`config.mk`:
```
export PLATFORM = sky130hd
export DESIGN_NAME = pfda_front
export DESIGN_NICKNAME = d
export VERILOG_FILES = /design/src/pfda_pkg.sv /design/src/pfda_front.sv
export SDC_FILE = /design/constraint.sdc
export NUM_CORES = 1
export LEC_CHECK = 0
export BUFFER_PORTS_ARGS = -buffer_cell sky130_fd_sc_hd__buf_4
export CAP_MARGIN = 10
export CORE_MARGIN = 5
export CORE_UTILIZATION = 35
export CTS_CLUSTER_DIAMETER = 60
export DETAILED_ROUTE_END_ITERATION = 16
export PLACE_DENSITY = 0.63
export SYNTH_ARGS = -nofsm -noshare
export SYNTH_HDL_FRONTEND = slang
export SYNTH_SLANG_ARGS = --single-unit
```
`constraint.sdc`:
```
create_clock -name clk_i -period 12 [get_ports clk_i]
set_clock_uncertainty 0.15 [all_clocks]
set_input_delay 0.6 -clock clk_i [delete_from_list [all_inputs] [get_ports clk_i]]
set_output_delay 0.6 -clock clk_i [all_outputs]
set_load 0.02 [all_outputs]
```
`src/pfda_pkg.sv`:
```
// Shared types, constants and the fixed permutation table for the PID
// feedback drop admission block. No dependencies.
package pfda_pkg;

  // Length of the request permutation table and the width of its index.
  localparam int unsigned TABLE_LEN = 100;
  localparam int unsigned PHASE_W   = $clog2(TABLE_LEN);

  // Default depth of the queue between the front and back parts.
  localparam int unsigned QUEUE_DEPTH = 2;

  // Field widths.
  localparam int unsigned LOAD_W  = 16;
  localparam int unsigned GAIN_W  = 24;
  localparam int unsigned ERR_W   = 17;
  localparam int unsigned DIF_W   = 18;
  localparam int unsigned INTEG_W = 32;
  localparam int unsigned RATE_W  = 8;
  localparam int unsigned CIDX_W  = 2;

  // Products of the gains with the error terms.
  localparam int unsigned PROD_P_W = GAIN_W + ERR_W;
  localparam int unsigned PROD_I_W = GAIN_W + INTEG_W;
  localparam int unsigned PROD_D_W = GAIN_W + DIF_W;
  localparam int unsigned SUM_W    = PROD_I_W + 2;
  localparam int unsigned FRAC_W   = 23;

  // Reset value of the integral gain: -25.0 with 8 fraction bits.
  localparam logic signed [GAIN_W-1:0] GAIN_I_RESET = -24'sd6400;

  typedef enum logic {
    OP_REQUEST = 1'b0,
    OP_SAMPLE  = 1'b1
  } op_e;

  typedef enum logic [CIDX_W-1:0] {
    CFG_SETPOINT = 2'd0,
    CFG_GAIN_P   = 2'd1,
    CFG_GAIN_I   = 2'd2,
    CFG_GAIN_D   = 2'd3
  } cfg_idx_e;

  typedef struct packed {
    logic signed [GAIN_W-1:0] gain_p;
    logic signed [GAIN_W-1:0] gain_i;
    logic signed [GAIN_W-1:0] gain_d;
  } pfda_gains_t;

  // One classified item as it travels from the front to the back part.
  typedef struct packed {
    op_e                       op;
    logic signed [ERR_W-1:0]   err;
    logic signed [DIF_W-1:0]   dif;
    logic signed [INTEG_W-1:0] integ;
  } pfda_entry_t;

  localparam logic [PHASE_W-1:0] PERM_TABLE [TABLE_LEN] = '{
    7'd18, 7'd50, 7'd51, 7'd39, 7'd49, 7'd68, 7'd8,  7'd78, 7'd61, 7'd75,
    7'd53, 7'd32, 7'd45, 7'd77, 7'd31, 7'd12, 7'd26, 7'd10, 7'd37, 7'd99,
    7'd29, 7'd0,  7'd52, 7'd82, 7'd91, 7'd22, 7'd7,  7'd42, 7'd87, 7'd43,
    7'd73, 7'd86, 7'd70, 7'd69, 7'd13, 7'd60, 7'd24, 7'd25, 7'd6,  7'd93,
    7'd96, 7'd97, 7'd84, 7'd47, 7'd79, 7'd64, 7'd90, 7'd81, 7'd4,  7'd15,
    7'd63, 7'd44, 7'd57, 7'd40, 7'd21, 7'd28, 7'd46, 7'd94, 7'd35, 7'd58,
    7'd11, 7'd30, 7'd3,  7'd20, 7'd41, 7'd74, 7'd34, 7'd88, 7'd62, 7'd54,
    7'd33, 7'd92, 7'd76, 7'd85, 7'd5,  7'd72, 7'd9,  7'd83, 7'd56, 7'd17,
    7'd95, 7'd55, 7'd80, 7'd98, 7'd66, 7'd14, 7'd16, 7'd38, 7'd71, 7'd23,
    7'd2,  7'd67, 7'd36, 7'd65, 7'd27, 7'd1,  7'd19, 7'd59, 7'd89, 7'd48
  };

  // Table read; an index past the end falls back to the first entry.
  function automatic logic [PHASE_W-1:0] perm_lookup(input logic [PHASE_W-1:0] idx);
    logic [PHASE_W-1:0] val;
    if (idx < PHASE_W'(TABLE_LEN)) begin
      val = PERM_TABLE[idx];
    end else begin
      val = PERM_TABLE[0];
    end
    return val;
  endfunction

endpackage

```
`src/pfda_front.sv`:
```
// Front part: accepts items, classifies them and runs the error and
// integral update of the PID step. Depends on pfda_pkg.
module pfda_front (
  input  logic                          clk_i,
  input  logic                          rst_ni,
  input  logic [pfda_pkg::LOAD_W-1:0]   setpoint_i,
  input  logic                          in_valid_i,
  output logic                          in_stall_o,
  input  logic                          opcode_i,
  input  logic [pfda_pkg::LOAD_W-1:0]   load_sample_i,
  input  logic                          q_full_i,
  output logic                          q_push_o,
  output pfda_pkg::pfda_entry_t         q_entry_o
);
  import pfda_pkg::*;

  logic signed [INTEG_W-1:0] integ_q, integ_d;
  logic signed [ERR_W-1:0]   prev_err_q, prev_err_d;
  logic signed [ERR_W-1:0]   err;
  logic signed [DIF_W-1:0]   dif;
  logic        [INTEG_W:0]   acc;
  logic signed [INTEG_W-1:0] integ_sat;
  logic                      is_sample;
  logic                      accept;

  assign in_stall_o = q_full_i;
  assign accept     = in_valid_i && !q_full_i;
  assign q_push_o   = accept;
  assign is_sample  = (op_e'(opcode_i) == OP_SAMPLE);

  assign err = ERR_W'({1'b0, setpoint_i}) - ERR_W'({1'b0, load_sample_i});
  assign dif = {err[ERR_W-1], err} - {prev_err_q[ERR_W-1], prev_err_q};
  assign acc = {integ_q[INTEG_W-1], integ_q}
             + {{(INTEG_W+1-ERR_W){err[ERR_W-1]}}, err};

  // Saturate the integral at the signed 32-bit limits.
  always_comb begin
    if (acc[INTEG_W] != acc[INTEG_W-1]) begin
      integ_sat = acc[INTEG_W] ? {1'b1, {(INTEG_W-1){1'b0}}} : {1'b0, {(INTEG_W-1){1'b1}}};
    end else begin
      integ_sat = acc[INTEG_W-1:0];
    end
  end

  always_comb begin
    integ_d    = integ_q;
    prev_err_d = prev_err_q;
    if (accept && is_sample) begin
      prev_err_d = err;
      // The integral only winds while it or the error is negative.
      if (integ_q[INTEG_W-1] || err[ERR_W-1]) begin
        integ_d = integ_sat;
      end
    end
  end

  always_comb begin
    q_entry_o.op    = is_sample ? OP_SAMPLE : OP_REQUEST;
    q_entry_o.err   = err;
    q_entry_o.dif   = dif;
    q_entry_o.integ = integ_d;
  end

  always_ff @(posedge clk_i or negedge rst_ni) begin
    if (!rst_ni) begin
      integ_q    <= '0;
      prev_err_q <= '0;
    end else begin
      integ_q    <= integ_d;
      prev_err_q <= prev_err_d;
    end
  end

endmodule

```
* Word level (Yosys, flattened, before mapping)
Cells that the tools add are included.
** Storage, ports and cells
- Output and inout bits :: 70
- Register bits :: 49
- Logic and storage cells :: 15
- Bits of input ports :: 37
** Operators by class
- Equality and inequality tests :: 1
- $add $sub $neg :: 3
- Multiplexer cells :: 5
- Reductions and logical operators :: 4
** Operator list (number)
- 32-bit two-way mux :: 4
- 32-bit by 17-bit adder with 33-bit output :: 1
- 17-bit by 17-bit subtractor with 18-bit output :: 1
- 16-bit by 16-bit subtractor with 17-bit output :: 1
- 1-bit logical AND :: 2
- 1-bit logical NOT :: 1
- 1-bit logical OR :: 1
- 1-bit two-way mux :: 1
- 1-bit != test :: 1

* Logic depth before layout (Yosys ltp)
- Word-level depth :: 6
- Depth in mapped cells :: 24
- Depth with buffers taken out :: 22

* Worst setup path before layout
Ideal clock, no wire load.
- Path type :: input to output
- From :: in setpoint_i[0] (netlist name)
- To :: out q_entry_o[0] (netlist name)
- Arrival :: 5403 ps
- Buffers on the path :: 1
- Path slack :: 5847 ps
- Stages on the path :: 23
- Required time :: 11250 ps
- Cells stage by stage :: inv_1 > ha_1 > fa_1 > nor2b_1 > o21ai_0 > a21oi_1 > o211ai_1 > a21o_1 > a31o_2 > nand4b_1 > a41oi_1 > inv_1 > ha_1 > a21oi_1 > o21ai_1 > a21o_1 > a21oi_1 > o31a_1 > o221ai_4 > mux2i_1 > clkbuf_1 > nor2_1 > o21ai_0
** RTL lines
- start: declaration :: RTL line pfda_front.sv:6 : input logic [pfda_pkg::LOAD_W-1:0] setpoint_i,
- end: declaration :: RTL line pfda_front.sv:13 : output pfda_pkg::pfda_entry_t q_entry_o

==> summary.txt <==
Status
  – Status: complete, no violations

Timing
  – FMAX: approximately 140 MHz
  – Worst slew pin tran: around 0.76 ns
  – Final setup vio count: 0
  – Max Slew Vio Count: 0
  – Final hold violations: 0
  – Worst slew margin: 49.7%
  – RSZ-0062 raised after global routing: no
  – Crit share post-route: about three fifths
  – Period minus WS final: a little over 7 ns
  – Setup TNS: 0 ns

Clock network
  – CTS tree: done
  – # hold bufs at CTS: 0
  – Max Buffers Root-to-Sink: 2
  – Post-cts resize count: 0
  – Num CTS Buffers: 5
  – H-tree levels: 2
  – Worst-path clk slew: 0.07 ns
  – CTS Sinks: slightly below 50
  – Clk_lat worst skew: 0.29 ns
  – Root buffer cell: clkbuf_16
  – Setup bufs post-CTS: 0

Logic synthesis
  – Yosys top cell by area: dfrtp_1
  – Cell area after synthesis: 5140 µm²
  – Avg Cell Area, Syn: roughly 8 µm²
  – Post-synth EDFFs: 0
  – Synth Warn #: 0
  – Sequential area share after synthesis: between 20% and 30%
  – Synth cell types: 59
  – Top post-synthesis cells by area: dfrtp_1, ha_1, xnor2_1
  – Top_reg_cell synth: dfrtp_1
  – Share of the synthesized area in the top cell type: a little under a quarter
  – Synthesized net count: 740
  – Synth async-reset ratio: 100%
  – Post-synthesis instance total: ~630
  – Yosys reg bits: between 40 and 50

Final layout
  – Fin nets: between 800 and 900
  – Non-filler cells, final: 915
  – Antenna Cells: 0
  – Layout area overhead: 22.3%
  – Layout cell share with drive strength beyond 1: roughly a fifth
  – Cell area after layout: roughly 6300 µm²

Floorplan
  – Core footprint: 14,500 µm²
  – Die Ht: 131 µm
  – Initial Utilization: 35.5%
  – Die width: ~130 µm
  – Die area: approximately 17,000 µm²
  – FP Rows: between 40 and 50
  – Num ports: between 100 and 150

Worst setup path
  – CP Class: in2out
  – Worst setup EP type: primary output
  – CP startpoint kind: primary input
  – Critical path fanouts, max: 18
  – Data required, critical path: around 11 ns
  – CP arrival: around 6.5 ns

Detailed routing
  – Drt drc: 0
  – Routed WL per cell: 13.8 µm
  – DR vias/cell: between 5 and 6
  – Via count: roughly 4,700
  – 1st-iter DRT viols: roughly 170
  – Routed Wire Length: 12,700 µm
  – Detailed Routing Iterations Pass 1: 4
  – Final ANT Viol Nets: 0

Power and ir drop
  – Logic pwr share: ~76%
  – Clk pwr share: 9.5%
  – Power per cell area: approximately 310 nW/µm²
  – Leakage: 0.00311 µW
  – Switching portion of total power: between 50% and 60%
  – Flop pwr share: about 14%
  – Net Switching: approximately 970 µW
  – Peak VDD IR: between 150 and 200 µV
  – Cell-internal power: just under 1000 µW

Placement
  – Port Buf Inserts: around 110
  – Placed Area: slightly above 6000 µm²
  – GPL Wtd Cong: between 0.9 and 1
  – DP Cell Count: between 900 and 1,000
  – Post-DP HPWL: 10,100 µm

GRT
  – Overflow after GRT: 0
  – Vias in the first global route: roughly 4,600
  – Largest net degree at the start of global routing: 50
  – Initial antenna violation count: 0
  – Global-route wire length before repair: 21,900 µm
  – Gr usage total: 14.6%

Job
  – Max cap viols: 0

Min path
  – Hold WC Path Type: in2async
cell usage in the layout, fill, tap and decap left out, types with 3 or more instances in the layout:
master	n
fa_1	3
a21o_1	15
o21a_1	5
o21ai_1	22
xnor2_1	34
nor3_1	14
a21oi_1	56
a211oi_1	4
dfrtp_1	49
and3_1	6
xor2_1	21
a31oi_1	5
nand4_1	6
o211ai_1	6
or2_2	3
inv_1	58
o21bai_1	5
clkbuf_16	5
mux2_2	14
nand3_1	13
o21ai_0	38
nand2_1	63
buf_4	108
nor2_1	54
or3_1	4
nor2b_1	7
ha_1	67
power groups by stage:
stage               clock network, µW  logic (µW)  registers [µW]
floorplan                           0        1060             263
global placement                    0        1470             273
detailed placement                  0        1470             274
CTS                               190        1480             271
global route                      197        1630             281
finish                            183        1470             272
synthesized netlist by cell type (all sizes together) (6+ instances only):
library cell / instances
a21o: 15
a21oi: 56
and3: 6
clkbuf: 13
dfrtp: 49
ha: 67
inv: 58
mux2: 14
nand2: 64
nand3: 14
nand4: 6
nor2: 54
nor2b: 7
nor3: 14
o211ai: 6
o21ai: 61
xnor2: 34
xor2: 21
flip-flops by register name (all words and copies together) (netlist names):
register	count
integ_q	32
prev_err_q	17
kinds of logic (layout without fill, tap and decap cells):
| logic type | after synthesis | count (layout) | share of synthesized area [%] |
|---|---|---|---|
| AO/OA/AOI/OAI | 186 | 186 | 23.7 |
| AND/OR/NAND/NOR | 181 | 181 | 16.0 |
| buffers and inverters | 76 | 174 | 6.02 |
| XOR/XNOR | 55 | 55 | 9.38 |
| flip-flops | 49 | 49 | 23.9 |
| multiplexers | 16 | 16 | 3.46 |
| adder cells (fa/ha/maj) | 70 | 70 | 17.5 |
per-stage QoR:
step	hold WS (ns)	total power [µW]	utilization (%)	setup slack [ns]
2_1_floorplan	0.154	1330	-	5.85
3_3_place_gp	0.321	1750	42.1	4.88
3_5_place_dp	0.328	1750	42.1	4.75
4_1_cts	0.206	1940	43.4	4.75
5_1_grt	0.240	2110	43.4	4.27
6_report	0.182	1930	43.4	4.80
cell type report:
cell class	instances	area, µm²
Fill cell	1486	8190
Multi-Input combinational cell	508	3610
Sequential cell	49	1230
Timing Repair Buffer	108	811
Tap cell	184	230
Inverter	58	218
Clock buffer	5	125
Clock inverter	3	68.8
per-layer routing:
metal  share of wire (%)  wire [µm]  track usage (%)
met1                  47       6000             18.9
met2                  47       5980             25.5
met3                 4.8        610             3.25
met4                0.66         83             2.19
met5                   0          0                0
worst paths after layout:
| kind | startpoint | slack (ns) | to | cells after the start |
|---|---|---|---|---|
| setup / recovery | setpoint_i[0] | 4.80 | q_entry_o[5] | 25 |
| hold / removal | rst_ni | 0.18 | integ_q[25] | 1 |
| setup reg to reg | integ_q[10] | 8.36 | integ_q[5] | 11 |
| hold reg to reg | prev_err_q[0] | 0.34 | prev_err_q[0] | 2 |
| max in group asynchronous | rst_ni | 11.11 | prev_err_q[10] | 1 |
| min in group clk_i | prev_err_q[0] | 0.34 | prev_err_q[0] | 2 |
critical path, stage by stage:
cell	delay, ns
buf_4	0.08
inv_1	0.04
ha_1	0.20
fa_1	0.40
nor2b_1	0.12
o21ai_0	0.10
a21oi_1	0.24
o211ai_1	0.14
a21o_1	0.20
a31o_2	0.22
nand4b_1	0.16
a41oi_1	0.31
inv_1	0.42
ha_1	0.56
a21oi_1	0.10
o21ai_1	0.19
a21o_1	0.14
a21oi_1	0.08
o31a_1	0.29
o221ai_4	0.27
mux2i_2	0.67
buf_4	0.37
nor2_1	0.07
o21ai_0	0.26
buf_4	0.21
Power figures use the tool's default switching activity.
