<file path="src/pfda_pkg.sv">
// Shared types, constants and the fixed permutation table for the PID
// feedback drop admission block. No dependencies.
package pfda_pkg;

  // Length of the request permutation table and the width of its index.
  localparam int unsigned TABLE_LEN = 100;
  localparam int unsigned PHASE_W   = $clog2(TABLE_LEN);

  // Default depth of the queue between the front and back parts.
  localparam int unsigned QUEUE_DEPTH = 2;

  // Field widths.
  localparam int unsigned LOAD_W  = 16;
  localparam int unsigned GAIN_W  = 24;
  localparam int unsigned ERR_W   = 17;
  localparam int unsigned DIF_W   = 18;
  localparam int unsigned INTEG_W = 32;
  localparam int unsigned RATE_W  = 8;
  localparam int unsigned CIDX_W  = 2;

  // Products of the gains with the error terms.
  localparam int unsigned PROD_P_W = GAIN_W + ERR_W;
  localparam int unsigned PROD_I_W = GAIN_W + INTEG_W;
  localparam int unsigned PROD_D_W = GAIN_W + DIF_W;
  localparam int unsigned SUM_W    = PROD_I_W + 2;
  localparam int unsigned FRAC_W   = 23;

  // Reset value of the integral gain: -25.0 with 8 fraction bits.
  localparam logic signed [GAIN_W-1:0] GAIN_I_RESET = -24'sd6400;

  typedef enum logic {
    OP_REQUEST = 1'b0,
    OP_SAMPLE  = 1'b1
  } op_e;

  typedef enum logic [CIDX_W-1:0] {
    CFG_SETPOINT = 2'd0,
    CFG_GAIN_P   = 2'd1,
    CFG_GAIN_I   = 2'd2,
    CFG_GAIN_D   = 2'd3
  } cfg_idx_e;

  typedef struct packed {
    logic signed [GAIN_W-1:0] gain_p;
    logic signed [GAIN_W-1:0] gain_i;
    logic signed [GAIN_W-1:0] gain_d;
  } pfda_gains_t;

  // One classified item as it travels from the front to the back part.
  typedef struct packed {
    op_e                       op;
    logic signed [ERR_W-1:0]   err;
    logic signed [DIF_W-1:0]   dif;
    logic signed [INTEG_W-1:0] integ;
  } pfda_entry_t;

  localparam logic [PHASE_W-1:0] PERM_TABLE [TABLE_LEN] = '{
    7'd18, 7'd50, 7'd51, 7'd39, 7'd49, 7'd68, 7'd8,  7'd78, 7'd61, 7'd75,
    7'd53, 7'd32, 7'd45, 7'd77, 7'd31, 7'd12, 7'd26, 7'd10, 7'd37, 7'd99,
    7'd29, 7'd0,  7'd52, 7'd82, 7'd91, 7'd22, 7'd7,  7'd42, 7'd87, 7'd43,
    7'd73, 7'd86, 7'd70, 7'd69, 7'd13, 7'd60, 7'd24, 7'd25, 7'd6,  7'd93,
    7'd96, 7'd97, 7'd84, 7'd47, 7'd79, 7'd64, 7'd90, 7'd81, 7'd4,  7'd15,
    7'd63, 7'd44, 7'd57, 7'd40, 7'd21, 7'd28, 7'd46, 7'd94, 7'd35, 7'd58,
    7'd11, 7'd30, 7'd3,  7'd20, 7'd41, 7'd74, 7'd34, 7'd88, 7'd62, 7'd54,
    7'd33, 7'd92, 7'd76, 7'd85, 7'd5,  7'd72, 7'd9,  7'd83, 7'd56, 7'd17,
    7'd95, 7'd55, 7'd80, 7'd98, 7'd66, 7'd14, 7'd16, 7'd38, 7'd71, 7'd23,
    7'd2,  7'd67, 7'd36, 7'd65, 7'd27, 7'd1,  7'd19, 7'd59, 7'd89, 7'd48
  };

  // Table read; an index past the end falls back to the first entry.
  function automatic logic [PHASE_W-1:0] perm_lookup(input logic [PHASE_W-1:0] idx);
    logic [PHASE_W-1:0] val;
    if (idx < PHASE_W'(TABLE_LEN)) begin
      val = PERM_TABLE[idx];
    end else begin
      val = PERM_TABLE[0];
    end
    return val;
  endfunction

endpackage

</file>
<file path="src/pfda_back.sv">
// Back part: gain multiplies, sum and clamp to the drop rate, and the request
// phase counter with its permutation compare. Depends on pfda_pkg.
module pfda_back (
  input  logic                            clk_i,
  input  logic                            rst_ni,
  input  pfda_pkg::pfda_gains_t           gains_i,
  input  logic                            q_valid_i,
  input  pfda_pkg::pfda_entry_t           q_entry_i,
  output logic                            q_pop_o,
  output logic                            stage_valid_o,
  output logic                            out_valid_o,
  input  logic                            out_stall_i,
  output logic                            drop_o,
  output logic [pfda_pkg::RATE_W-1:0]     drop_rate_now_o
);
  import pfda_pkg::*;

  // Multiply stage.
  logic                       a_valid_q, a_valid_d;
  op_e                        a_op_q;
  logic signed [PROD_P_W-1:0] prod_p_q, prod_p_d;
  logic signed [PROD_I_W-1:0] prod_i_q, prod_i_d;
  logic signed [PROD_D_W-1:0] prod_d_q, prod_d_d;
  logic signed [GAIN_W-1:0]   gp, gi, gd;
  logic signed [ERR_W-1:0]    e;
  logic signed [INTEG_W-1:0]  ig;
  logic signed [DIF_W-1:0]    df;

  // Result stage and controller state.
  logic                       out_valid_q, out_valid_d;
  logic                       drop_q, drop_d;
  logic [RATE_W-1:0]          res_rate_q, res_rate_d;
  logic [RATE_W-1:0]          rate_q, rate_d;
  logic [PHASE_W-1:0]         phase_q, phase_d, phase_nxt;
  logic signed [SUM_W-1:0]    sum;
  logic [SUM_W-FRAC_W-1:0]    quot;
  logic [RATE_W-1:0]          rate_new;
  logic                       out_adv, a_ready, a_fire;

  assign out_adv = !out_valid_q || !out_stall_i;
  assign a_ready = !a_valid_q || out_adv;
  assign q_pop_o = q_valid_i && a_ready;
  assign a_fire  = a_valid_q && out_adv;

  assign gp = gains_i.gain_p;
  assign gi = gains_i.gain_i;
  assign gd = gains_i.gain_d;
  assign e  = q_entry_i.err;
  assign ig = q_entry_i.integ;
  assign df = q_entry_i.dif;

  assign prod_p_d = gp * e;
  assign prod_i_d = gi * ig;
  assign prod_d_d = gd * df;

  assign a_valid_d = a_ready ? q_valid_i : a_valid_q;

  always_ff @(posedge clk_i) begin
    if (q_pop_o) begin
      a_op_q   <= q_entry_i.op;
      prod_p_q <= prod_p_d;
      prod_i_q <= prod_i_d;
      prod_d_q <= prod_d_d;
    end
  end

  // Sum the three products exactly, drop the fraction bits, then clamp to 0..255.
  assign sum = {{(SUM_W-PROD_P_W){prod_p_q[PROD_P_W-1]}}, prod_p_q}
             + {{(SUM_W-PROD_I_W){prod_i_q[PROD_I_W-1]}}, prod_i_q}
             + {{(SUM_W-PROD_D_W){prod_d_q[PROD_D_W-1]}}, prod_d_q};
  assign quot = sum[SUM_W-1:FRAC_W];

  always_comb begin
    if (sum[SUM_W-1] || (sum == '0)) begin
      rate_new = '0;
    end else if (|quot[SUM_W-FRAC_W-1:RATE_W]) begin
      rate_new = '1;
    end else begin
      rate_new = quot[RATE_W-1:0];
    end
  end

  assign phase_nxt = (phase_q == PHASE_W'(TABLE_LEN - 1)) ? '0 : phase_q + PHASE_W'(1);

  always_comb begin
    out_valid_d = out_adv ? a_valid_q : out_valid_q;
    drop_d      = drop_q;
    res_rate_d  = res_rate_q;
    rate_d      = rate_q;
    phase_d     = phase_q;
    if (a_fire) begin
      unique case (a_op_q)
        OP_SAMPLE: begin
          rate_d     = rate_new;
          drop_d     = 1'b0;
          res_rate_d = rate_new;
        end
        OP_REQUEST: begin
          phase_d    = phase_nxt;
          drop_d     = ({1'b0, perm_lookup(phase_nxt)} < rate_q);
          res_rate_d = rate_q;
        end
        default: begin
          drop_d     = 1'b0;
          res_rate_d = rate_q;
        end
      endcase
    end
  end

  always_ff @(posedge clk_i or negedge rst_ni) begin
    if (!rst_ni) begin
      a_valid_q   <= 1'b0;
      out_valid_q <= 1'b0;
      rate_q      <= '0;
      phase_q     <= '0;
    end else begin
      a_valid_q   <= a_valid_d;
      out_valid_q <= out_valid_d;
      rate_q      <= rate_d;
      phase_q     <= phase_d;
    end
  end

  always_ff @(posedge clk_i) begin
    drop_q     <= drop_d;
    res_rate_q <= res_rate_d;
  end

  assign stage_valid_o   = a_valid_q;
  assign out_valid_o     = out_valid_q;
  assign drop_o          = drop_q;
  assign drop_rate_now_o = res_rate_q;

endmodule

</file>
<file path="config.mk">
export PLATFORM = sky130hd
export DESIGN_NAME = pfda_back
export DESIGN_NICKNAME = d
export VERILOG_FILES = /design/src/pfda_pkg.sv /design/src/pfda_back.sv
export SDC_FILE = /design/constraint.sdc
export NUM_CORES = 2
export LEC_CHECK = 0
export BUFFER_PORTS_ARGS = -buffer_cell sky130_fd_sc_hd__clkbuf_2
export CELL_PAD_IN_SITES_DETAIL_PLACEMENT = 1
export CELL_PAD_IN_SITES_GLOBAL_PLACEMENT = 2
export CORE_AREA = 2 2 500 353
export CTS_CLUSTER_SIZE = 30
export DETAILED_ROUTE_END_ITERATION = 16
export DIE_AREA = 0 0 502 355
export HOLD_SLACK_MARGIN = 0.02
export PLACE_DENSITY = 0.85
export SYNTH_ARGS = -nofsm -noshare
export SYNTH_HDL_FRONTEND = slang
export SYNTH_SLANG_ARGS = --single-unit
</file>
<file path="constraint.sdc">
create_clock -name clk_i -period 5.2 [get_ports clk_i]
set_input_delay 1.04 -clock clk_i [delete_from_list [all_inputs] [get_ports clk_i]]
set_output_delay 1.04 -clock clk_i [all_outputs]
set_load 0.01 [all_outputs]
</file>
; Word-level counts from Yosys, hierarchy flattened
; Memories as Yosys holds them, arrays and structs flattened.
; Cells that the tools add are included.
[totals]
romBits = 896
out_inout_bits = 12
wordCells = 45
memories = 1
inputBits = 144
register_bits = 166
[op_classes]
eq_ne = 1
order_cmp = 3
bitwise = 2
n_reduce_logical = 12
n_mul = 3
n_mux = 10
add_sub_neg = 3
[mem_list]
columns = name, depth, width, rd, rd_clocked_by_memory_dff, wr, line_no
row1 = (name not given), 128, 7, 1, 0, 0, pfda_pkg.sv:74  ; val = PERM_TABLE[idx];
[op_table]
columns = op, n
row1 = adder 57 x 42 -> 58 bit, 1
row2 = zero test 58 bit, 1
row3 = adder 41 x 56 -> 57 bit, 1
row4 = multiplier 24 x 32 -> 56 bit, 1
row5 = multiplier 24 x 18 -> 42 bit, 1
row6 = two-way mux 7 bit, 6
row7 = multiplier 24 x 17 -> 41 bit, 1
row8 = OR reduction 27 bit, 1
row9 = two-way mux 8 bit, 2
row10 = case mux 8 bit (2 select lines), 1
row11 = ">= comparator 8 bit, second input constant", 1
row12 = < comparator 7 x 8 -> 1 bit, 1
row13 = inverter 7 -> 8 bit, 1
row14 = "adder 7 x 1 -> 7 bit, second input constant", 1
row15 = "== test 7 bit, second input constant", 1
row16 = "< comparator 7 bit, second input constant", 1
row17 = AND reduction 2 bit, 2
row18 = zero test 1 bit, 3
row19 = logical OR 1 bit, 3
row20 = logical AND 1 bit, 2
row21 = case mux 1 bit (2 select lines), 1
row22 = inverter 1 bit, 1

; Logic depth before layout (Yosys ltp)
[logic_depth]
ltp_word = 11
depth_mapped = 28
depth_no_buf = 27

; Worst setup path after synthesis
; No wires, ideal clock.
[synth_path]
path_type = input -> register
startpoint = in q_entry_i[31] (netlist name)
endpoint = reg prod_i_q[55], data pin
cell_stages = 26
arrival_time_ns = 7.327
setup_ns = 0.260
required_time_ns = 4.940
slack_ns = -2.386
n_path_buf = 1
cell_sequence = clkbuf_1 > nand2_1 > inv_1 > fa_1 > inv_1 > fa_1 > fa_1 > inv_1 > fa_1 > inv_1 > fa_1 > inv_1 > fa_1 > fa_1 > ha_1 > nand2_1 > nor2_1 > a31oi_1 > nand2_1 > a21oi_1 > nor2b_1 > o21ai_0 > inv_1 > or3_1 > o22ai_1 > xnor2_1
[synth_between]
elab_chain_len = 1
[synth_lines]
columns = item, line_no
row1 = "start, declared", pfda_back.sv:8  ; input pfda_pkg::pfda_entry_t q_entry_i,
row2 = multiplier 24 x 32 -> 56 bit, pfda_back.sv:53  ; assign prod_i_d = gi * ig;
row3 = named net prod_i_d[55], pfda_back.sv:22  ; logic signed [PROD_I_W-1:0] prod_i_q, prod_i_d;
row4 = "end signal, assigned", pfda_back.sv:62  ; prod_i_q <= prod_i_d;
row5 = "end, declared", pfda_back.sv:22
; The timed path passes the listed nets, and every way through them passes these cells.
; A chain may end at the register's enable or synchronous reset.

; Final worst setup path
[layout_path]
startpoint = in gains_i[24] (netlist name)
endpoint = reg prod_i_q[54], data pin
[layout_between]
elab_chain_len = 1
[layout_lines]
columns = item, line_no
row1 = "start, declared", pfda_back.sv:6  ; input pfda_pkg::pfda_gains_t gains_i,
row2 = multiplier 24 x 32 -> 56 bit, pfda_back.sv:53
row3 = named net prod_i_d[54], pfda_back.sv:22
; The timed path passes the listed nets, and every way through them passes these cells.

==> qor.tcl <==
set qor(fp.coreArea_sq_um) 173000
set qor(critical_path_required_ns) 5.43
set qor(synth_nets) 9449
set qor(globalplace.congestion) 0.911
set qor(fmaxAchievable_mhz) 136
set qor(yosys_register_bits) 166
set qor(post_synth_num_cell_types) 93
set qor(io_pins) 156
set qor(fp.dieH_um) 355
set qor(r2r-end) {drop_rate_now_o[0]}
set qor(avgRoutedWirePerCell_um) 20.9
set qor(worstSkewPairLatency_ns) 0.48
set qor(async_reset_ff_share_pct) 10.2
set qor(global_route.usage.met1_pct) 35.1
set qor(post_synth_instance_area_sq_um) 67400
set qor(grt_use_total_pct) 24.7
set qor(groute.layer.met3.usage_pct) 2.52
set qor(slew_headroom_pct) 35.5
set qor(design.final.nets) 10400
set qor(hold_path.class) {in -> async}
set qor(detailedPlace.worstSlack_ns) -3.23
set qor(synth_cells) 7213
set qor(path_max_fanout) 5
set qor(setup_total_negative_slack_ns) -136.75
set qor(antenna_found_initial) 6
set qor(run_status) {finished, violations left}
set qor(clock_tree.buffer_depth) 2
set qor(period_needed_ns) 7.36
set qor(wire_length_of_the_first_global_routing_pass_um) 346000
set qor(grt_start_max_net_pins) 141
set qor(drtIter0Drc) 3252
set qor(drt-total-wl_um) 219000
set qor(worst-setup-path-type) {in -> reg}
set qor(final_setup_violations) 107
set qor(setup.worst_path.start_class) {input pin}
set qor(tritoncts_clock_tree) {yes}
set qor(dp_hpwl_um) 183000
set qor(grt.met2_usage_pct) 41.8
set qor(period_share_pct) 141
set qor(cp_data_arrival_time_ns) 7.59
set qor(clk_pin_slew_worst_paths_ns) 0.07
set qor(rsz_0062_raised_after_global_routing) {true}
set qor(yosys_warnings) 0
set qor(floorplan.initialDensity_pct) 38.9
set qor(total_number_of_h_tree_levels) 4
set qor(via_count_of_the_first_global_routing_pass) 61600
set qor(drc) 0
set qor(final_cell_area_sq_um) 84700
set qor(failed_checks) {setup timing}
set qor(number_of_enable_type_register_cells_in_the_synthesized_netlist) 149
set qor(cts.sinks) 166
set qor(post_dp_cell_area_sq_um) 78900
set qor(rows) 128
set qor(dominantRegCellSynth) {edfxtp_1}
set qor(die_width_um) 502
set qor(slew_viol_final) 0
set qor(max_cap_viols) 0
set qor(final.setup_skew_ns) 0.0109
set qor(fin_util_pct) 48.9
set qor(ff2ff_path_depth) 14
set qor(route.antenna.remaining_nets) 0
set qor(route.vias.total) 53200
set qor(timing.critical_path.from) {gains_i[24]}
set qor(cts_buf_count) 17
set qor(dr.pass1.iters) 6
set qor(layout-area-overhead-vs-synth_pct) 25.7
set qor(post-route-worst-setup-slack_ns) -2.16
set qor(synth-seq-area-share_pct) 7.27
set qor(grt_remaining_overflow) 0
set qor(tightest_slew_ns) 0.968
set qor(timing_hold_violations_final) 0
set qor(die_area_sq_um) 178000
set qor(root_buffer) {clkbuf_16}
set qor(syn_area_per_cell_sq_um) 9.35
set qor(drt-vias-per-instance) 5.08
set qor(cp-end-kind) {register}
set qor(regToRegSetupSlack_ns) 0.20
set qor(drive_gt1_share_pct) 24.1
set qor(rr_startpoint) {prod_d_q[16]}
set qor(postCtsHoldBufs) 0
set qor(port_buffers) 155
set qor(crit_path_end) {prod_i_q[54]}
set qor(grt.busiest_layer) {met2}
[synthesized netlist by cell type (5+ instances only)]
cell / n / area share (%)
buf_2: 9 / 0.067
a2111oi_0: 5 / 0.065
o21ai_1: 13 / 0.096
clkbuf_1: 304 / 1.7
edfxtp_1: 149 / 6.6
o211ai_1: 21 / 0.23
nor2_1: 154 / 0.86
xnor2_1: 141 / 1.8
o2111ai_1: 11 / 0.14
o21bai_1: 27 / 0.30
o21ai_0: 102 / 0.76
nor3b_1: 12 / 0.13
nor4_1: 10 / 0.093
nor3_1: 32 / 0.24
nor2b_1: 19 / 0.18
a21oi_1: 209 / 1.6
inv_1: 1667 / 9.3
o22ai_1: 10 / 0.093
and2_1: 676 / 6.3
xor2_1: 35 / 0.45
and3_1: 30 / 0.28
buf_1: 5 / 0.028
nand2b_1: 67 / 0.62
mux2i_1: 8 / 0.12
dfrtp_1: 17 / 0.63
a31oi_1: 36 / 0.33
a211oi_1: 21 / 0.23
a221oi_1: 8 / 0.10
fa_1: 1667 / 49
nand2_1: 1008 / 5.6
o21a_1: 34 / 0.38
nand4_1: 22 / 0.20
o221ai_1: 8 / 0.10
or2_2: 7 / 0.065
nand3_1: 41 / 0.30
a41oi_1: 6 / 0.078
a21o_1: 77 / 0.86
and4_1: 5 / 0.065
ha_1: 425 / 7.9
o32ai_1: 5 / 0.065
or3_1: 13 / 0.12
o31ai_1: 5 / 0.056
[layout by cell type, fill, tap and decap left out, types with 61 or more instances in the layout]
cell      Yosys  final
a21oi_1     209    134
nand2_1    1008    936
buf_12        0     76
inv_1      1667   1554
fa_2          0     83
o21ai_0     102     61
ha_1        425    341
nor2_1      154    132
buf_6         1    153
and2_1      676    613
edfxtp_1    149    149
a21o_1       77     74
inv_2         0    111
and2_4        0     63
fa_1       1667   1584
buf_4         0    815
nand2b_1     67     62
ha_4          0     75
xnor2_1     141     94
[how the worst min path moves through the flow]
stage / endpoint / slack, ns / depth (start not counted)
2_1_floorplan: phase_q[5] / 0.49 / 2
3_3_place_gp: out_valid_o / 0.50 / 1
3_5_place_dp: out_valid_o / 0.52 / 1
4_1_cts: stage_valid_o / 0.49 / 1
5_1_grt: stage_valid_o / 0.52 / 1
6_report: stage_valid_o / 0.52 / 1
[through the flow]
| stage | hold WS (ns) | std cells |
|---|---|---|
| 3_3_place_gp | 0.498 | 10300 |
| 5_1_grt | 0.516 | 10500 |
| 4_1_cts | 0.494 | 10400 |
| 2_1_floorplan | 0.491 | 7213 |
| 3_5_place_dp | 0.516 | 10300 |
| 6_report | 0.519 | 10500 |
[logic make-up after synthesis]
family          after synthesis  synth area share, %
simple gates               2113                 15.3
compound gates              662                 6.46
fa+ha+maj                  2093                 57.4
buf+inv                    1990                 11.1
xor+xnor                    176                 2.29
mux                          13                0.219
flops                       166                 7.27
[final cells by class]
type / instances / area (sq um)
Antenna cell: 2 / 5.00
Clock buffer: 17 / 425
Clock inverter: 15 / 178
Fill cell: 19300 / 88400
Inverter: 1671 / 6280
Multi-Input combinational cell: 5057 / 58700
Sequential cell: 166 / 4900
Tap cell: 2340 / 2930
Timing Repair Buffer: 1204 / 11300
[critical path, stage by stage]
cell and delay, ns:
clkbuf_16 0.14, buf_12 0.13, buf_16 0.12, buf_6 0.12, and2_4 0.14, fa_1 0.53, inv_1 0.05, fa_1 0.54
fa_2 0.46, fa_2 0.56, inv_2 0.04, fa_2 0.44, fa_1 0.50, inv_1 0.05, fa_1 0.48, inv_1 0.06
ha_4 0.16, a21o_1 0.14, a21o_1 0.19, a211oi_4 0.34, nand2_2 0.15, o2111ai_4 0.28, o211ai_1 0.13, buf_4 0.19
a31oi_4 0.27, o31ai_2 0.11, a21oi_2 0.14, xnor2_1 0.08
[layer usage]
metal  up-vias  share of wire, %
met5         -            0.0032
met4         2               1.6
met3       220               4.1
met2      1134                49
met1     28500                45
li1      23300                 -
[flip-flops by register name, summed over array words and instances (netlist names)]
register         count
stage_valid_o        1
phase_q              7
drop_o               1
prod_p_q            41
a_op_q               1
rate_q               8
drop_rate_now_o      8
prod_d_q            42
out_valid_o          1
prod_i_q            56
[timing repair]
action                                  4_1_cts  5_1_grt
endpoints found under the hold margin         0        0
endpoints found under the setup margin      108      115
cloned                                        8        7
buffers inserted                             98       74
gates resized for setup                     638      358
pin swaps                                   317      307
Power is left out: the tool's default activity adds up to more than one toggle a clock period on the data nets, which glitch-free logic cannot reach.
