<file path="config.mk">
export PLATFORM = sky130hd
export DESIGN_NAME = pfda_queue
export DESIGN_NICKNAME = d
export VERILOG_FILES = /design/src/pfda_pkg.sv /design/src/pfda_queue.sv
export SDC_FILE = /design/constraint.sdc
export NUM_CORES = 1
export LEC_CHECK = 0
export ABC_CLOCK_PERIOD_IN_PS = 7800
export BUFFER_PORTS_ARGS = -buffer_cell sky130_fd_sc_hd__clkbuf_2
export CORE_ASPECT_RATIO = 1.2
export CORE_MARGIN = 2
export CORE_UTILIZATION = 35
export DETAILED_ROUTE_END_ITERATION = 8
export PLACE_DENSITY = 0.54
export REMOVE_ABC_BUFFERS = 1
export SLEW_MARGIN = 10
export SYNTH_ARGS = -nofsm -noshare
export SYNTH_HDL_FRONTEND = slang
export SYNTH_SLANG_ARGS = --single-unit
</file>
<file path="constraint.sdc">
create_clock -name clk_i -period 7.8 [get_ports clk_i]
set_clock_uncertainty 0.05 [all_clocks]
set_input_delay 1.56 -clock clk_i [delete_from_list [all_inputs] [get_ports clk_i]]
set_output_delay 1.56 -clock clk_i [all_outputs]
set_load 0.02 [all_outputs]
</file>
<file path="src/pfda_pkg.sv">
// Shared types, constants and the fixed permutation table for the PID
// feedback drop admission block. No dependencies.
package pfda_pkg;

  // Length of the request permutation table and the width of its index.
  localparam int unsigned TABLE_LEN = 100;
  localparam int unsigned PHASE_W   = $clog2(TABLE_LEN);

  // Default depth of the queue between the front and back parts.
  localparam int unsigned QUEUE_DEPTH = 2;

  // Field widths.
  localparam int unsigned LOAD_W  = 16;
  localparam int unsigned GAIN_W  = 24;
  localparam int unsigned ERR_W   = 17;
  localparam int unsigned DIF_W   = 18;
  localparam int unsigned INTEG_W = 32;
  localparam int unsigned RATE_W  = 8;
  localparam int unsigned CIDX_W  = 2;

  // Products of the gains with the error terms.
  localparam int unsigned PROD_P_W = GAIN_W + ERR_W;
  localparam int unsigned PROD_I_W = GAIN_W + INTEG_W;
  localparam int unsigned PROD_D_W = GAIN_W + DIF_W;
  localparam int unsigned SUM_W    = PROD_I_W + 2;
  localparam int unsigned FRAC_W   = 23;

  // Reset value of the integral gain: -25.0 with 8 fraction bits.
  localparam logic signed [GAIN_W-1:0] GAIN_I_RESET = -24'sd6400;

  typedef enum logic {
    OP_REQUEST = 1'b0,
    OP_SAMPLE  = 1'b1
  } op_e;

  typedef enum logic [CIDX_W-1:0] {
    CFG_SETPOINT = 2'd0,
    CFG_GAIN_P   = 2'd1,
    CFG_GAIN_I   = 2'd2,
    CFG_GAIN_D   = 2'd3
  } cfg_idx_e;

  typedef struct packed {
    logic signed [GAIN_W-1:0] gain_p;
    logic signed [GAIN_W-1:0] gain_i;
    logic signed [GAIN_W-1:0] gain_d;
  } pfda_gains_t;

  // One classified item as it travels from the front to the back part.
  typedef struct packed {
    op_e                       op;
    logic signed [ERR_W-1:0]   err;
    logic signed [DIF_W-1:0]   dif;
    logic signed [INTEG_W-1:0] integ;
  } pfda_entry_t;

  localparam logic [PHASE_W-1:0] PERM_TABLE [TABLE_LEN] = '{
    7'd18, 7'd50, 7'd51, 7'd39, 7'd49, 7'd68, 7'd8,  7'd78, 7'd61, 7'd75,
    7'd53, 7'd32, 7'd45, 7'd77, 7'd31, 7'd12, 7'd26, 7'd10, 7'd37, 7'd99,
    7'd29, 7'd0,  7'd52, 7'd82, 7'd91, 7'd22, 7'd7,  7'd42, 7'd87, 7'd43,
    7'd73, 7'd86, 7'd70, 7'd69, 7'd13, 7'd60, 7'd24, 7'd25, 7'd6,  7'd93,
    7'd96, 7'd97, 7'd84, 7'd47, 7'd79, 7'd64, 7'd90, 7'd81, 7'd4,  7'd15,
    7'd63, 7'd44, 7'd57, 7'd40, 7'd21, 7'd28, 7'd46, 7'd94, 7'd35, 7'd58,
    7'd11, 7'd30, 7'd3,  7'd20, 7'd41, 7'd74, 7'd34, 7'd88, 7'd62, 7'd54,
    7'd33, 7'd92, 7'd76, 7'd85, 7'd5,  7'd72, 7'd9,  7'd83, 7'd56, 7'd17,
    7'd95, 7'd55, 7'd80, 7'd98, 7'd66, 7'd14, 7'd16, 7'd38, 7'd71, 7'd23,
    7'd2,  7'd67, 7'd36, 7'd65, 7'd27, 7'd1,  7'd19, 7'd59, 7'd89, 7'd48
  };

  // Table read; an index past the end falls back to the first entry.
  function automatic logic [PHASE_W-1:0] perm_lookup(input logic [PHASE_W-1:0] idx);
    logic [PHASE_W-1:0] val;
    if (idx < PHASE_W'(TABLE_LEN)) begin
      val = PERM_TABLE[idx];
    end else begin
      val = PERM_TABLE[0];
    end
    return val;
  endfunction

endpackage

</file>
<file path="src/pfda_queue.sv">
// Short first-in first-out queue of classified items between the front and
// back parts. Depends on pfda_pkg.
module pfda_queue #(
  parameter int unsigned Depth = pfda_pkg::QUEUE_DEPTH
) (
  input  logic                  clk_i,
  input  logic                  rst_ni,
  input  logic                  push_i,
  input  pfda_pkg::pfda_entry_t push_entry_i,
  output logic                  full_o,
  output logic                  valid_o,
  output pfda_pkg::pfda_entry_t entry_o,
  input  logic                  pop_i
);
  import pfda_pkg::*;

  localparam int unsigned PtrW = (Depth > 1) ? $clog2(Depth) : 1;
  localparam int unsigned CntW = $clog2(Depth + 1);

  pfda_entry_t         mem_q [Depth];
  logic [PtrW-1:0]     wr_ptr_q, wr_ptr_d;
  logic [PtrW-1:0]     rd_ptr_q, rd_ptr_d;
  logic [CntW-1:0]     count_q, count_d;

  function automatic logic [PtrW-1:0] ptr_inc(input logic [PtrW-1:0] p);
    logic [PtrW-1:0] n;
    if (p == PtrW'(Depth - 1)) begin
      n = '0;
    end else begin
      n = p + PtrW'(1);
    end
    return n;
  endfunction

  assign full_o  = (count_q == CntW'(Depth));
  assign valid_o = (count_q != '0);
  assign entry_o = mem_q[rd_ptr_q];

  always_comb begin
    wr_ptr_d = push_i ? ptr_inc(wr_ptr_q) : wr_ptr_q;
    rd_ptr_d = pop_i  ? ptr_inc(rd_ptr_q) : rd_ptr_q;
    count_d  = count_q;
    if (push_i && !pop_i) begin
      count_d = count_q + CntW'(1);
    end else if (pop_i && !push_i) begin
      count_d = count_q - CntW'(1);
    end
  end

  always_ff @(posedge clk_i or negedge rst_ni) begin
    if (!rst_ni) begin
      wr_ptr_q <= '0;
      rd_ptr_q <= '0;
      count_q  <= '0;
    end else begin
      wr_ptr_q <= wr_ptr_d;
      rd_ptr_q <= rd_ptr_d;
      count_q  <= count_d;
    end
  end

  always_ff @(posedge clk_i) begin
    if (push_i) begin
      mem_q[wr_ptr_q] <= push_entry_i;
    end
  end

endmodule

</file>
# Yosys cells after proc, flatten, opt, wreduce, memory -nomap -nowiden
# Memories as Yosys holds them, arrays and structs flattened.
# Cells that the tools add are included.
[op_classes]
n_addsub = 4
n_eq_ne = 1
muxes = 6
reduce_logical = 6
[op_table]
columns = ["operator", "n"]
rows = [
  ["$mux 1", 4],
  ["$mux 2", 2],
  ["$reduce_bool 2->1", 2],
  ["$add 1x1->1 const B", 2],
  ["$add 2x1->2 const B", 1],
  ["$eq 2x2->1 const B", 1],
  ["$logic_and 1x1->1", 2],
  ["$logic_not 1->1", 2],
  ["$sub 2x1->2 const B", 1],
]
[word_totals]
reg_bits = 4
mem_bits_rw = 136
in_bits = 72
out_inout_bits = 70
wordCells = 21
memories = 1
[memory_table]
columns = ["name", "words", "word_bits", "read_ports", "rd_clocked_by_memory_dff", "write_ports", "line_no", "rtl"]
rows = [
  ["mem_q", 2, 68, 1, 0, 1, "pfda_queue.sv:20", "pfda_entry_t mem_q [Depth];"],
]

# Longest topological paths before layout
# Gate-level depths: netlist of run 1.
[depth]
word_depth = 4
ltp_mapped = 5
depth_no_buf = 5

# Least setup slack after synthesis of run 1
# Ideal clock, no wire load.
[synth_path]
path_type = "input to register"
startpoint = "in push_i"
endpoint = "mem mem_q[0][0] (netlist bit) (enable)"
setup_ns = 0.503
t_arrival_ns = 4.545
t_required_ns = 7.247
path_slack_ns = 2.702
stages = 1
path_buffers = 0
path_cell_list = "nor2b_1"
[synth_between]
elab_chain_len = 2
[synth_rtl]
columns = ["item", "line_no", "rtl"]
rows = [
  ["start: declaration", "pfda_queue.sv:8", "input logic push_i,"],
  ["$mux 1", "pfda_queue.sv:63", "if (push_i) begin"],
  ["$mux 1 (implied by the code)", "pfda_queue.sv:64", "mem_q[wr_ptr_q] <= push_entry_i;"],
  ["end: declaration", "pfda_queue.sv:20", ""],
]
# No other way between the ends.

==> impl_metrics.env, run 1 <==
export IMPL_synth_top_family_by_area="multiplexers"
export IMPL_postSynth_asyncResetShare=0.0286
export IMPL_synthXorXnorAreaFrac=0.00852
export IMPL_antenna_found_initial=0
export IMPL_end_kind="primary output"
export IMPL_ios=142
export IMPL_syn_cell_area_um2=5140
export IMPL_die_y_um=137
export IMPL_cp_start_kind="register"
export IMPL_finalCritPeriodShare=0.484
export IMPL_drcViolationCount=0
export IMPL_synth_common_cells="edfxtp_1 (136), mux2_2 (58), mux2_4 (10), buf_2 (5)"
export IMPL_tritoncts="yes"
export IMPL_clk_latency_ps=410
export IMPL_max_cap_viol_count=0
export IMPL_crit_required_ps=6190
export IMPL_ff2ff_path_depth=2
export IMPL_avgSynthCellArea_um2=22.5
export IMPL_stdcell_count=568
export IMPL_setup_viol=0
export IMPL_yosys_warnings=0
export IMPL_wl_per_cell_um=16.2
export IMPL_nets=454
export IMPL_ys_flop_type="edfxtp_1"
export IMPL_cts_sinks=140
export IMPL_grt_max_degree=70
export IMPL_maxSlewViolCount=0
export IMPL_cts_hold_buffers=0
export IMPL_power_density_nw_per_um2=403
export IMPL_ff_latch_area_um2=4190
export IMPL_synthSimpleGateAreaFrac=0.00560
export IMPL_max_freq_ghz=0.265
export IMPL_grt_usage=0.120
export IMPL_row_count=48
export IMPL_ir_drop_mv=0.352
export IMPL_outcome="completed"
export IMPL_synthCells=228
export IMPL_drive_gt1_frac=0.616
export IMPL_diodes=0
export IMPL_worst_slew_pin_slew_ps=1050
export IMPL_yosysMostFrequentCell="edfxtp_1"
export IMPL_dpl_cell_count=537
export IMPL_synth_mux_area_frac=0.156
export IMPL_worstSetupPathType="register to primary output"
export IMPL_synth_edf_count=136
export IMPL_yosys_area_top_type="edfxtp_1"
export IMPL_ys_seq_area_frac=0.814
export IMPL_core_um2=14400
export IMPL_critPathMaxFanout=69
export IMPL_drt_vias_per_instance=4.54
export IMPL_drtIter0Drc=143
export IMPL_io_buffers=141
export IMPL_synth_cell_types=15
export IMPL_slew_headroom=0.297
export IMPL_dp_hpwl_um=5610
export IMPL_drtPass1Iterations=4
export IMPL_yosys_register_bits=140
export IMPL_rsz0062_at_grt="no"
export IMPL_grt_pass1_wl_um=13600
export IMPL_hold_viol_final=0
export IMPL_die_area_um2=15700
export IMPL_synth_top_area_frac=0.795
export IMPL_grt_overflow_total=0
export IMPL_cts_buffer_depth=2
export IMPL_utilization=0.465
export IMPL_hold_depth=1
export IMPL_finalSetupTns_ps=0
export IMPL_power_leakage_nw=2.59
export IMPL_first_global_vias=2652
export IMPL_areaGrowthSynthToFinish_pct=29.9
export IMPL_synthTopCellsByArea="edfxtp_1 (79%), mux2_2 (13%), mux2_4 (2.9%)"
export IMPL_gp_congestion=0.675
export IMPL_htree_levels=4
export IMPL_clk_pin_slew_ps=50
export IMPL_critPathArrivalTime_ps=2170
export IMPL_cts_made_buffers=17
export IMPL_ctsResizeCount=0
export IMPL_routed_wl_um=9180
export IMPL_cts_root_buf="clkbuf_16"
export IMPL_start_util=0.358
export IMPL_multi_input_area_um2=898
export IMPL_num_vias=2576
export IMPL_hold_class="register to register"
export IMPL_synthAdderAreaFrac=0.00243
export IMPL_antenna_left=0
export IMPL_cts_setup_buffers=0
export IMPL_holdWs_ps=443
export IMPL_synth_compound_area_share=0
export IMPL_fill_cells=1241
export IMPL_die_w_um=115
export IMPL_period_needed_ps=3780
-- cell families after synthesis --
group         count (synthesis)
flops                       140
mux                          68
buf+inv                       9
xor+xnor                      5
simple gates                  5
fa+ha+maj                     1
-- worst paths after layout --
kind,startpoint,endpoint,slack (ps)
worst max register to register,wr_ptr_q,mem_q[0][7],5630
min in group asynchronous,rst_ni,wr_ptr_q,900
worst min-delay path,count_q[1],count_q[1],440
max in group asynchronous,rst_ni,rd_ptr_q,6640
worst max-delay path,rd_ptr_q,entry_o[42],4020
worst min register to register,count_q[1],count_q[1],440
-- registers in the layout, summed over array words and instances (netlist names) --
| name | count |
|---|---|
| mem_q | 136 |
| wr_ptr_q | 1 |
| count_q | 2 |
| rd_ptr_q | 1 |
-- metrics by stage --
step / instance area, um2 / worst slack [ps] / power, mW
3_3_place_gp: 6020 / 4300 / 1.84
2_1_floorplan: 5080 / 2700 / 1.60
3_5_place_dp: 6020 / 4260 / 1.85
6_report: 6670 / 4020 / 2.69
4_1_cts: 6670 / 3960 / 2.73
5_1_grt: 6670 / 3910 / 2.81
-- metal layers --
layer | vias to the layer above | routed length, um | global-route usage
met1 | 1268 | 3740 | 0.132
met3 | 9 | 650 | 0.0589
met5 | - | 0 | 0
li1 | 1209 | - | -
met4 | 0 | 117 | 0.0488
met2 | 90 | 4670 | 0.197
-- placed cells by master, fill, tap and decap left out --
master | netlist | layout
nor2_1 | 1 | 1
clkinvlp_4 | 0 | 2
bufinv_16 | 0 | 6
clkinv_1 | 0 | 3
clkbuf_2 | 0 | 141
clkinv_4 | 0 | 1
buf_4 | 0 | 1
dfrtp_4 | 0 | 1
xnor2_1 | 1 | 1
inv_1 | 1 | 1
and2_4 | 0 | 1
nor2b_1 | 2 | 1
mux2_4 | 10 | 10
clkinv_2 | 0 | 2
mux2_2 | 58 | 58
edfxtp_1 | 136 | 136
xor2_1 | 4 | 4
nor2b_4 | 0 | 1
clkbuf_16 | 0 | 17
dfrtp_1 | 4 | 3
ha_1 | 1 | 1
or2_2 | 1 | 1
-- cell type report --
cell class | instances | area share
flip-flops and latches | 140 | 0.628
multi-input cells | 79 | 0.135
repair buffers | 142 | 0.107
clock buffers | 17 | 0.0638
clock inverters | 14 | 0.0338
well taps | 175 | 0.0328
inverters | 1 | 0.000563
-- power breakdown --
part           switching [mW]  internal (mW)  leakage, nW
clock network           0.287          0.593        0.311
logic                   0.393          0.301        0.952
registers               0.114           1.00         1.32
-- worst max-delay path, stage by stage, from the launching register on --
cell and delay, ps:
dfrtp_4 1120, mux2_2 440, clkbuf_2 160
Note: power is estimated with default switching activity, not from simulation.
==> run 2: changes to the inputs <==
- ABC_CLOCK_PERIOD_IN_PS: 7800 -> 3900
- clock period: 7.8 -> 3.9 ns (I/O delays scaled with it)
==> impl_metrics.env, run 2 (synthesized netlist as in run 1, its figures left out) <==
export IMPL_htree_levels=4
export IMPL_outcome="completed"
export IMPL_rsz0062_at_grt="no"
export IMPL_switchingPower_mw=1.58
export IMPL_holdWs_ps=118
export IMPL_cts_hold_buffers=0
export IMPL_num_vias=2584
export IMPL_end_kind="primary output"
export IMPL_r2r_start="wr_ptr_q"
export IMPL_reg2reg_slack_ps=2090
export IMPL_period_needed_ps=2950
export IMPL_max_flop_register="mem_q"
export IMPL_clk_latency_ps=400
export IMPL_die_w_um=115
export IMPL_drcViolationCount=0
export IMPL_drtPass1Iterations=4
export IMPL_antenna_found_initial=0
export IMPL_max_freq_ghz=0.338
export IMPL_clk_pin_slew_ps=50
export IMPL_start_util=0.358
export IMPL_ff2ff_path_depth=2
export IMPL_core_um2=14400
export IMPL_hold_class="input pin to async pin"
export IMPL_worstReg2RegEnd="mem_q[0][49]"
export IMPL_worstSetupPathType="register to primary output"
export IMPL_cts_sinks=140
export IMPL_path_cells="mux2_2, clkbuf_2"
export IMPL_cts_buffer_depth=2
export IMPL_grt_max_degree=70
export IMPL_grt_overflow_total=0
export IMPL_final_common_cell="clkbuf_2"
export IMPL_hold_viol_final=0
export IMPL_routed_wl_um=8930
export IMPL_pwr_share_clk=0.293
export IMPL_wl_per_cell_um=15.7
export IMPL_die_area_um2=15700
export IMPL_finalCritPeriodShare=0.758
export IMPL_fin_area_um2=6590
export IMPL_power_frac_comb=0.272
export IMPL_crit_required_ps=3070
export IMPL_slowest_stage="dfrtp_4"
export IMPL_die_y_um=137
export IMPL_cts_root_buf="clkbuf_16"
export IMPL_layout_common_cells="clkbuf_2 (141), edfxtp_1 (136), mux2_2 (58)"
export IMPL_row_count=48
export IMPL_dp_hpwl_um=5440
export IMPL_critPathArrivalTime_ps=2120
export IMPL_drive_gt1_frac=0.617
export IMPL_internal_power_mw=3.54
export IMPL_p_seq_frac=0.435
export IMPL_drtIter0Drc=118
export IMPL_critPathMaxFanout=69
export IMPL_cts_setup_buffers=0
export IMPL_power_switching_share=0.308
export IMPL_antenna_left=0
export IMPL_largest_reg_flops=136
export IMPL_cp_start_kind="register"
export IMPL_diodes=0
export IMPL_cts_made_buffers=17
export IMPL_slew_headroom=0.324
export IMPL_first_global_vias=2751
export IMPL_power_leakage_nw=2.54
export IMPL_tritoncts="yes"
export IMPL_power_density_nw_per_um2=776
export IMPL_biggestRegsByFlops="mem_q (136), count_q (2)"
export IMPL_setup_viol=0
export IMPL_max_cap_viol_count=0
export IMPL_ctsResizeCount=0
export IMPL_areaGrowthSynthToFinish_pct=28.3
export IMPL_place_area_um2=6030
export IMPL_worst_slew_pin_slew_ps=1010
export IMPL_drt_vias_per_instance=4.54
export IMPL_nets=454
export IMPL_crit_path_max_incr_delay_ps=1100
export IMPL_io_buffers=141
export IMPL_grt_pass1_wl_um=13800
export IMPL_maxSlewViolCount=0
export IMPL_ir_drop_mv=0.392
export IMPL_gp_congestion=0.664
export IMPL_ios=142
export IMPL_grt_usage=0.120
run 2: changes by cell type in the layout (fill, tap and decap cells not counted):
cell / change
clkinv_2: +4
clkinvlp_4: +2
buf_12: +1
bufinv_16: -4
clkinv_4: -1
buf_4: -1
run 2: area by class of cell:
| class | instances | area, um2 |
|---|---|---|
| Timing Repair Buffer | 142 | 726 |
| Sequential cell | 140 | 4190 |
| Clock buffer | 17 | 425 |
| Fill cell | 1275 | 7760 |
| Inverter | 1 | 3.75 |
| Tap cell | 175 | 219 |
| Clock inverter | 15 | 131 |
| Multi-Input combinational cell | 79 | 898 |
run 2: power groups by stage:
stage	registers, mW	clock network (mW)	logic, mW
final	2.22	1.50	1.39
after detailed placement	2.27	0	1.42
after floorplan	2.20	0	0.994
after global placement	2.26	0	1.43
after CTS	2.24	1.55	1.43
after global routing	2.27	1.61	1.49
run 2: worst max-delay path, delay by kind of cell (launching register included):
family | cells | cell delay [ps]
flip-flops | 1 | 1100
buffers and inverters | 1 | 160
multiplexers | 1 | 450
run 2: per-stage QoR:
stage	total power [mW]	setup slack (ps)	util	instances	setup TNS, ps
final	5.11	946	0.459	569	0
after global routing	5.37	804	0.459	569	0
after CTS	5.21	838	0.459	569	0
after detailed placement	3.69	1300	0.420	537	0
after global placement	3.68	1280	0.420	537	0
after floorplan	3.20	-418	-	220	-28420
run 2: worst max-delay path by stage:
stage	startpoint	slack [ps]	endpoint
floorplan	push_i	-420	mem_q[0][0]
global placement	rd_ptr_q	1280	entry_o[53]
detailed placement	rd_ptr_q	1300	entry_o[53]
CTS	rd_ptr_q	840	entry_o[53]
global route	rd_ptr_q	800	entry_o[53]
finish	rd_ptr_q	950	entry_o[53]
run 2: metal layers:
layer  vias up  GRT usage  wire [um]
met5         -          0          0
met2        85      0.201       4630
li1       1217          -          -
met4         0     0.0528        138
met1      1270      0.130       3550
met3        12     0.0549        617
==> run 3: changes to the inputs <==
- ABC_CLOCK_PERIOD_IN_PS: 3900 -> 2390
- PLACE_DENSITY: 0.54 -> 0.56
- clock period: 3.9 -> 2.39 ns (I/O delays scaled with it)
==> impl_metrics.env, run 3 (synthesized netlist as in run 1, its figures left out) <==
export IMPL_rsz0062_at_grt="no"
export IMPL_cts_root_buf="clkbuf_16"
export IMPL_ir_drop_mv=0.727
export IMPL_die_w_um=115
export IMPL_cts_buffer_depth=2
export IMPL_gp_congestion=0.664
export IMPL_max_freq_ghz=0.441
export IMPL_routed_wl_um=9160
export IMPL_holdWs_ps=202
export IMPL_crit_required_ps=1860
export IMPL_first_global_vias=2778
export IMPL_power_mw=8.53
export IMPL_start_util=0.358
export IMPL_finalSetupTns_ps=0
export IMPL_stdcell_count=574
export IMPL_areaGrowthSynthToFinish_pct=30.1
export IMPL_period_needed_ps=2270
export IMPL_finalCritPeriodShare=0.949
export IMPL_dp_slack_ps=417
export IMPL_antenna_left=0
export IMPL_diodes=0
export IMPL_grt_pass1_wl_um=14000
export IMPL_dpl_cell_count=542
export IMPL_setup_slack_ps=122
export IMPL_utilization=0.466
export IMPL_die_y_um=137
export IMPL_cp_start_kind="register"
export IMPL_outcome="completed"
export IMPL_cts_sinks=140
export IMPL_tritoncts="yes"
export IMPL_drive_gt1_frac=0.612
export IMPL_biggestRegsByFlops="mem_q (136), count_q (2)"
export IMPL_multi_input_area_um2=898
export IMPL_worst_slew_pin_slew_ps=364
export IMPL_clk_pin_slew_ps=50
export IMPL_drtPass1Iterations=4
export IMPL_grt_overflow_total=0
export IMPL_die_area_um2=15700
export IMPL_htree_levels=4
export IMPL_hold_class="input pin to register"
export IMPL_maxSlewViolCount=0
export IMPL_hold_viol_final=0
export IMPL_fill_cells=1243
export IMPL_core_um2=14400
export IMPL_antenna_found_initial=0
export IMPL_setup_viol=0
export IMPL_drcViolationCount=0
export IMPL_critPathArrivalTime_ps=1740
export IMPL_place_area_um2=6110
export IMPL_final_common_cell="clkbuf_2"
export IMPL_slew_headroom=0.758
export IMPL_critPathMaxFanout=28
export IMPL_power_leakage_nw=2.60
export IMPL_io_buffers=141
export IMPL_largest_reg_flops=136
export IMPL_clk_latency_ps=410
export IMPL_row_count=48
export IMPL_worstSetupPathType="register to primary output"
export IMPL_wl_per_cell_um=16.0
export IMPL_max_cap_viol_count=0
export IMPL_drtIter0Drc=97
export IMPL_ios=142
export IMPL_cts_made_buffers=17
export IMPL_end_kind="primary output"
export IMPL_grt_usage=0.123
export IMPL_dp_hpwl_um=6020
export IMPL_drt_vias_per_instance=4.56
export IMPL_reg2reg_slack_ps=1030
export IMPL_fin_area_um2=6690
export IMPL_grt_max_degree=43
export IMPL_max_flop_register="mem_q"
export IMPL_layout_common_cells="clkbuf_2 (141), edfxtp_1 (136), mux2_2 (58)"
export IMPL_ctsResizeCount=0
export IMPL_nets=461
export IMPL_num_vias=2619
export IMPL_power_density_nw_per_um2=1280
export IMPL_ff_latch_area_um2=4190
-- run 3: changes by cell type in the layout (fill, tap and decap cells not counted), sizes merged --
cell and change:
clkbuf +2, clkinvlp -3, buf +6, dlygate4sd3 +1, bufinv +1, clkinv -2
-- run 3: critical path: stages (launching register included) --
cell      delay, ps
dfrtp_4         540
buf_12          230
mux2_2          370
clkbuf_2        160
-- run 3: final cells by class --
cell class              count  share of cell area
multi-input cells          79               0.134
inverters                   1            0.000561
repair buffers            149               0.122
flip-flops and latches    140               0.626
clock buffers              19              0.0647
clock inverters            11              0.0191
well taps                 175              0.0327
-- run 3: path summary, 6_finish.rpt --
path | from | to | depth (start not counted)
max | rd_ptr_q | entry_o[25] | 3
min | push_entry_i[42] | mem_q[1][42] | 1
max reg2reg | wr_ptr_q | mem_q[1][37] | 2
min reg2reg | count_q[1] | count_q[1] | 1
max in group asynchronous | rst_ni | rd_ptr_q | 2
min in group asynchronous | rst_ni | wr_ptr_q | 2
-- run 3: per-layer routing --
metal	global-route usage	wire, um	up-vias
li1	-	-	1225
met2	0.204	4630	90
met1	0.135	3730	1290
met5	0	0	-
met3	0.0567	631	14
met4	0.0528	164	0
-- run 3: what timing repair did --
item,4_1_cts,5_1_grt
hold buffers,1,0
hold endpoints to repair,4,0
setup buffers,1,0
setup endpoints to repair,27,0
-- run 3: power breakdown --
group | total [mW] | switching [mW] | internal (mW)
Sequential | 3.42 | 0.160 | 3.26
Combinational | 2.59 | 1.50 | 1.09
Clock | 2.52 | 0.911 | 1.60
